**src/hw/rtl/asps_pkg.sv**
```systemverilog
// ============================================================================
// asps_pkg: shared types for the active slot priority sorter
// Entry layout of the ordered list and the request bundle for the list RAM.
// ============================================================================
`default_nettype none

package asps_pkg;

   localparam int LIST_DEPTH = 64;
   localparam int ADDR_W     = 6;
   localparam int CNT_W      = 7;
   localparam int PRIO_W     = 16;

   typedef struct packed {
      logic [ADDR_W-1:0]        index;
      logic signed [PRIO_W-1:0] prio;
   } entry_type;

   typedef struct packed {
      logic              wr_en;
      logic [ADDR_W-1:0] wr_addr;
      entry_type         wr_data;
      logic              rd_en;
      logic [ADDR_W-1:0] rd_addr;
   } list_req_type;

endpackage

`default_nettype wire

```
**src/hw/rtl/active_slot_priority_sorter.sv**
```systemverilog
// ============================================================================
// active_slot_priority_sorter: stable descending priority sort of slots
// Loads a slot table one beat at a time, keeps the active slots in an ordered
// list by insertion, and drains the list in priority order after the last slot.
// ============================================================================
//
//  channel | direction | handshake           | payload
//  --------+-----------+---------------------+----------------------------------
//  req     | in        | req_valid/req_stall | active, priority_req, last_slot
//  rsp     | out       | rsp_valid/rsp_stall | slot_index, slot_priority,
//          |           |                     | none_active, overflow, last_result
//
//  Inactive or dropped slot: handled in S_IDLE alone.
//  Active slot: one S_READ/S_COMPARE step per entry of lower priority it moves
//  past, plus one whose compare fails unless it ends at the head of the list
//  (always so for an empty list, which goes straight to S_PLACE). Each step
//  is a read of the list RAM and a compare/write via the one signed comparator.
//  Drain: S_FINISH after the last slot, then S_FETCH, S_LOAD and S_SEND per
//  result beat, S_SEND holding while rsp_stall is high; an empty table's
//  single beat comes from S_FINISH. req_stall stays high until the drain is done.
//  Synchronous reset clears all counters; list contents need no clearing.
//
`default_nettype none

module active_slot_priority_sorter
   import asps_pkg::*;
#(
   parameter int MAX_SLOTS = 64
)
(
   input  wire logic                clock,
   input  wire logic                reset,
   // slot beats in
   input  wire logic                req_valid,
   output      logic                req_stall,
   input  wire logic                req_active,
   input  wire logic signed [15:0]  req_priority_req,
   input  wire logic                req_last_slot,
   // ordered result beats out
   output      logic                rsp_valid,
   input  wire logic                rsp_stall,
   output      logic [5:0]          rsp_slot_index,
   output      logic signed [15:0]  rsp_slot_priority,
   output      logic                rsp_none_active,
   output      logic                rsp_overflow,
   output      logic                rsp_last_result
);

   typedef enum logic [2:0] {
      S_IDLE,
      S_READ,
      S_COMPARE,
      S_PLACE,
      S_FINISH,
      S_FETCH,
      S_LOAD,
      S_SEND
   } state_type;

   state_type         state_ff;
   logic [CNT_W-1:0]  load_pos_ff;   // next slot index of the table
   logic [CNT_W-1:0]  count_ff;      // active entries in the list
   logic              ovf_ff;        // a slot was dropped in this table
   logic              last_ff;       // current beat closes the table
   logic [ADDR_W-1:0] ins_pos_ff;    // hole position during insertion
   logic [ADDR_W-1:0] out_k_ff;      // drain read pointer
   entry_type         new_entry_ff;

   logic              rsp_valid_ff;
   logic [5:0]        rsp_slot_index_ff;
   logic signed [15:0] rsp_slot_priority_ff;
   logic              rsp_none_active_ff;
   logic              rsp_overflow_ff;
   logic              rsp_last_result_ff;

   list_req_type      list_req;
   entry_type         rd_data;
   logic              move_down;

   asps_list_ram u_list (
      .clock   (clock),
      .req     (list_req),
      .rd_data (rd_data)
   );

   // The one comparator: does the stored entry rank below the new slot?
   // Strict less-than keeps equal priorities in arrival order.
   assign move_down = (rd_data.prio < new_entry_ff.prio);

   always_comb begin
      list_req = '0;
      case (state_ff)
         S_READ: begin
            list_req.rd_en   = 1'b1;
            list_req.rd_addr = ins_pos_ff - ADDR_W'(1);
         end
         S_COMPARE: begin
            // shift the lower entry one place down, opening the hole above
            list_req.wr_en   = move_down;
            list_req.wr_addr = ins_pos_ff;
            list_req.wr_data = rd_data;
         end
         S_PLACE: begin
            list_req.wr_en   = 1'b1;
            list_req.wr_addr = ins_pos_ff;
            list_req.wr_data = new_entry_ff;
         end
         S_FETCH: begin
            list_req.rd_en   = 1'b1;
            list_req.rd_addr = out_k_ff;
         end
         default: begin
         end
      endcase
   end

   always_ff @(posedge clock) begin
      if (reset) begin
         state_ff     <= S_IDLE;
         load_pos_ff  <= '0;
         count_ff     <= '0;
         ovf_ff       <= 1'b0;
         rsp_valid_ff <= 1'b0;
      end else begin
         case (state_ff)
            S_IDLE: begin
               if (req_valid) begin
                  last_ff <= req_last_slot;
                  if (load_pos_ff < CNT_W'(MAX_SLOTS)) begin
                     load_pos_ff <= load_pos_ff + CNT_W'(1);
                     if (req_active) begin
                        new_entry_ff.index <= load_pos_ff[ADDR_W-1:0];
                        new_entry_ff.prio  <= req_priority_req;
                        ins_pos_ff         <= count_ff[ADDR_W-1:0];
                        state_ff <= (count_ff == '0) ? S_PLACE : S_READ;
                     end else begin
                        state_ff <= req_last_slot ? S_FINISH : S_IDLE;
                     end
                  end else begin
                     ovf_ff   <= 1'b1;
                     state_ff <= req_last_slot ? S_FINISH : S_IDLE;
                  end
               end
            end
            S_READ: begin
               state_ff <= S_COMPARE;
            end
            S_COMPARE: begin
               if (move_down) begin
                  ins_pos_ff <= ins_pos_ff - ADDR_W'(1);
                  state_ff   <= (ins_pos_ff == ADDR_W'(1)) ? S_PLACE : S_READ;
               end else begin
                  state_ff <= S_PLACE;
               end
            end
            S_PLACE: begin
               count_ff <= count_ff + CNT_W'(1);
               state_ff <= last_ff ? S_FINISH : S_IDLE;
            end
            S_FINISH: begin
               out_k_ff <= '0;
               if (count_ff == '0) begin
                  // empty table: one terminator beat
                  rsp_slot_index_ff    <= '0;
                  rsp_slot_priority_ff <= '0;
                  rsp_none_active_ff   <= 1'b1;
                  rsp_overflow_ff      <= ovf_ff;
                  rsp_last_result_ff   <= 1'b1;
                  rsp_valid_ff         <= 1'b1;
                  state_ff             <= S_SEND;
               end else begin
                  state_ff <= S_FETCH;
               end
            end
            S_FETCH: begin
               state_ff <= S_LOAD;
            end
            S_LOAD: begin
               rsp_slot_index_ff    <= rd_data.index;
               rsp_slot_priority_ff <= rd_data.prio;
               rsp_none_active_ff   <= 1'b0;
               rsp_overflow_ff      <= ovf_ff;
               rsp_last_result_ff   <= ({1'b0, out_k_ff} + CNT_W'(1)) == count_ff;
               rsp_valid_ff         <= 1'b1;
               state_ff             <= S_SEND;
            end
            S_SEND: begin
               if (!rsp_stall) begin
                  rsp_valid_ff <= 1'b0;
                  if (rsp_last_result_ff) begin
                     // table done: start a fresh one
                     count_ff    <= '0;
                     load_pos_ff <= '0;
                     ovf_ff      <= 1'b0;
                     state_ff    <= S_IDLE;
                  end else begin
                     out_k_ff <= out_k_ff + ADDR_W'(1);
                     state_ff <= S_FETCH;
                  end
               end
            end
            default: begin
               state_ff <= S_IDLE;
            end
         endcase
      end
   end

   assign req_stall         = (state_ff != S_IDLE);
   assign rsp_valid         = rsp_valid_ff;
   assign rsp_slot_index    = rsp_slot_index_ff;
   assign rsp_slot_priority = rsp_slot_priority_ff;
   assign rsp_none_active   = rsp_none_active_ff;
   assign rsp_overflow      = rsp_overflow_ff;
   assign rsp_last_result   = rsp_last_result_ff;

`ifndef ASSERT_OFF
   a_count_le_pos: assert property (@(posedge clock) disable iff (reset)
      count_ff <= load_pos_ff)
      else $error("active count exceeds load position");

   a_pos_bounded: assert property (@(posedge clock) disable iff (reset)
      load_pos_ff <= CNT_W'(MAX_SLOTS))
      else $error("load position beyond slot limit");

   a_hole_in_list: assert property (@(posedge clock) disable iff (reset)
      (state_ff == S_READ || state_ff == S_COMPARE || state_ff == S_PLACE)
      |-> ({1'b0, ins_pos_ff} <= count_ff))
      else $error("insertion position outside list");

   a_none_is_last: assert property (@(posedge clock) disable iff (reset)
      rsp_valid && rsp_none_active |-> rsp_last_result)
      else $error("empty-table beat not marked last");

   a_drain_clears: assert property (@(posedge clock) disable iff (reset)
      rsp_valid && !rsp_stall && rsp_last_result
      |=> (count_ff == '0) && (load_pos_ff == '0) && !ovf_ff)
      else $error("table state not cleared after final beat");
`endif

endmodule

`default_nettype wire

```
**src/hw/rtl/asps_list_ram.sv**
```systemverilog
// ============================================================================
// asps_list_ram: ordered list storage
// One write port, one read port with registered read data.
// ============================================================================
`default_nettype none

module asps_list_ram
   import asps_pkg::*;
(
   input  wire logic         clock,
   input  wire list_req_type req,
   output entry_type         rd_data
);

   entry_type mem [LIST_DEPTH];

   always_ff @(posedge clock) begin
      if (req.wr_en) begin
         mem[req.wr_addr] <= req.wr_data;
      end
   end

   always_ff @(posedge clock) begin
      if (req.rd_en) begin
         rd_data <= mem[req.rd_addr];
      end
   end

endmodule

`default_nettype wire
```
**config.mk**
```make
export PLATFORM = sky130hd
export DESIGN_NAME = active_slot_priority_sorter
export DESIGN_NICKNAME = d
export VERILOG_FILES = /design/src/hw/rtl/asps_pkg.sv /design/src/hw/rtl/active_slot_priority_sorter.sv /design/src/hw/rtl/asps_list_ram.sv
export SDC_FILE = /design/constraint.sdc
export NUM_CORES = 2
export LEC_CHECK = 0
export ABC_AREA = 1
export BUFFER_PORTS_ARGS = -buffer_cell sky130_fd_sc_hd__buf_2
export CORE_MARGIN = 2
export CORE_UTILIZATION = 45
export CTS_CLUSTER_SIZE = 24
export DETAILED_ROUTE_END_ITERATION = 10
export SLEW_MARGIN = 10
export SYNTH_ARGS = -nofsm -noshare
export SYNTH_HDL_FRONTEND = slang
export SYNTH_HIERARCHICAL = 1
export SYNTH_SLANG_ARGS = --single-unit
```
**constraint.sdc**
```tcl
create_clock -name clock -period 4.2 [get_ports clock]
set_input_delay 0.21 -clock clock [delete_from_list [all_inputs] [get_ports clock]]
set_output_delay 0.21 -clock clock [all_outputs]
set_load 0.02 [all_outputs]
```
==> qor.yml <==
cts-resized-gates: 0
crit_required_ns: 4.85
grt_usage_pct: 25.6
synth_area_leaders: "edfxtp_1 73%, nand2_1 11%, nand3_1 9.9%, buf_2 1.5%, nor2_1 0.68%"
place_congestion: 0.940
final_cell_mix: "1846 x nand2_1, 1490 x edfxtp_1, 1215 x nand3_1"
hold_viol: 0
wl_um: 180000
cts_buffer_depth: 3
dp_hpwl_um: 105000
path_clk_slew_ns: 0.06
yosys_warnings: 6
synth_cell_types: 39
antenna_found_initial: 4
synth_top_area_cell: "edfxtp_1"
wl_per_cell_um: 24.8
antenna_left: 0
cts_root_buffer: "clkbuf_16"
place_inst: 6945
grt_pass1_vias: 39100
vias: 41100
power_density_mw_per_mm2: 701
io_buffers: 48
synth_area_mm2: 0.0615
num_rows: 135
status: "finished, final reports clean"
die_w_um: 374
relSlewSlack_pct: 17.4
io_pins: 49
cp-start-kind: "flop"
synth-edff-count: 1490
grt-ovfl-total: 0
initial_utilization_pct: 45.4
syn_nets: 5292
ys_ff_latch: 1509
clkPwrFrac_pct: 27.7
cts_buffers: 155
synthArstFlopShare_pct: 0
power_frac_seq_pct: 38.3
syn2layout_area_growth_pct: 14.0
chipHeight_um: 374
skew_ns: 0.0254
core_area_mm2: 0.136
p_sw_mw: 19.0
netSwitchingFraction_pct: 38.6
synth_top_area_share_pct: 72.7
grt_max_degree: 175
htreeDepth: 4
slew_viol_final: 0
critPathKind: "flop to flop"
fmax_ghz: 0.262
p_total_mw: 49.2
maxCapViolCount: 0
comb_power_share_pct: 34.0
cts_sinks: 1509
drtPass1Iterations: 5
grt_pass1_wl_um: 263000
crit_fanout: 79
cp-end-kind: "flop"
fin_cells: 7249
clk_latency_ns: 0.81
hp-class: "input pin to flop"
finalCritPeriodShare_pct: 91.0
yosys_most_used_dff: "edfxtp_1"
drive_above_1_share_pct: 10.3
syn_avg_cell_area_um2: 11.7
final_common_cell: "nand2_1"
ir_drop_v: 0.000585
drt_iter0_drc: 5738
postSynthCellCount: 5249
fin_hold_ws_ns: 0.135
setup_viol: 0
drc: 0
yosysSeqAreaShare_pct: 73.3
dieArea_mm2: 0.140
critical_path_arrival_ns: 4.47
period_minus_slack_ns: 3.82
leakagePower_nw: 25.3
power.internal_mw: 30.2
cts_tree: "yes"
fin_nets: 5386
worst_pin_slew_ns: 1.23
setup-tns-final_ns: 0
rsz0062_at_grt: "no"
viasPerCell: 5.67
==> what timing repair did <==
action / CTS / global route
endpoints found under the hold margin: 38 / 0
setup endpoints to repair: 0 / 0
buffers inserted: 0 / 0
hold buffers: 22 / 0
==> synth_stat cells (3+ instances only) <==
cell type	n
clkbuf_1	69
nand4_1	12
a31oi_1	3
a211oi_1	4
nor3_1	9
dfxtp_1	19
inv_2	5
a21oi_1	15
xnor2_1	3
nand3_1	1215
nor4_1	8
buf_4	17
nand2_2	6
edfxtp_1	1490
nand2_1	1846
nor2_2	3
nor2_1	112
xor2_1	10
clkinv_1	4
o21ai_0	26
inv_1	88
nor3b_1	3
ha_1	21
buf_2	187
buf_1	41
o22ai_1	17
==> final timing paths <==
path / endpoint / cells after the start / slack, ns / from
setup / recovery: u_list/rd_data[12] / 12 / 0.38 / ins_pos_ff[0]
hold / removal: new_entry_ff[8] / 2 / 0.14 / req_priority_req[8]
setup reg to reg: u_list/rd_data[12] / 12 / 0.38 / ins_pos_ff[0]
hold reg to reg: new_entry_ff[19] / 0 / 0.48 / load_pos_ff[3]
==> cell families after synthesis <==
logic type                 synth area share (%)
AOI/OAI and AO/OA                         0.671
buffers and inverters                      3.04
and+or+nand+nor                            22.3
adders and majority gates                 0.427
DFF                                        73.3
xor gates and xnor gates                  0.185
==> cell type report <==
| type | count | area, um^2 |
|---|---|---|
| fillers | 11600 | 65500 |
| clock inverters | 91 | 926 |
| repair buffers | 253 | 2330 |
| well taps | 1781 | 2230 |
| clock buffers | 189 | 4050 |
| diodes | 2 | 5.00 |
| multi-input cells | 3326 | 15100 |
| inverters | 98 | 394 |
| flip-flops and latches | 1509 | 45100 |
==> sequential cells by signal (all words and copies together) (netlist names), 3 cells and up <==
name,flops
rsp_slot_index,6
rsp_slot_priority,16
out_k_ff,6
load_pos_ff,7
u_list/rd_data,22
new_entry_ff,22
u_list/mem,1408
count_ff,7
state_ff,3
ins_pos_ff,6
==> per-layer routing <==
metal	up-vias	global-route usage [%]	share of wire (%)
met1	20200	35.1	41
met2	1933	39.6	46
met3	327	4.49	8.3
met4	0	12.5	4.8
li1	18600	-	-
met5	-	0	0
==> per-stage QoR <==
stage	setup WS [ns]	instance area, um^2	util, %
6_report	0.380	70100	51.7
5_1_grt	0.255	70100	51.7
4_1_cts	0.473	70100	51.7
3_5_place_dp	0.504	64900	47.9
3_3_place_gp	0.464	64900	47.9
2_1_floorplan	-0.293	61500	-
==> power by group through the flow <==
stage | Clock, mW | Sequential [mW] | Combinational (mW)
6_report | 13.6 | 18.8 | 16.7
5_1_grt | 14.4 | 18.9 | 17.7
4_1_cts | 13.9 | 18.8 | 16.5
3_5_place_dp | 0 | 19.2 | 16.4
3_3_place_gp | 0 | 19.2 | 16.4
2_1_floorplan | 0 | 19.1 | 8.89
==> worst max-delay path, stage by stage (launching register included) <==
cell	delay, ns
edfxtp_1	0.47
inv_1	0.14
ha_1	0.37
o21ai_4	0.62
inv_8	0.36
buf_4	0.38
nand3_1	0.14
nand3_1	0.16
nand2_1	0.12
nand2_1	0.05
nand3_1	0.20
nand3_1	0.33
nand2_1	0.17
(Power assumes the default switching activity.)
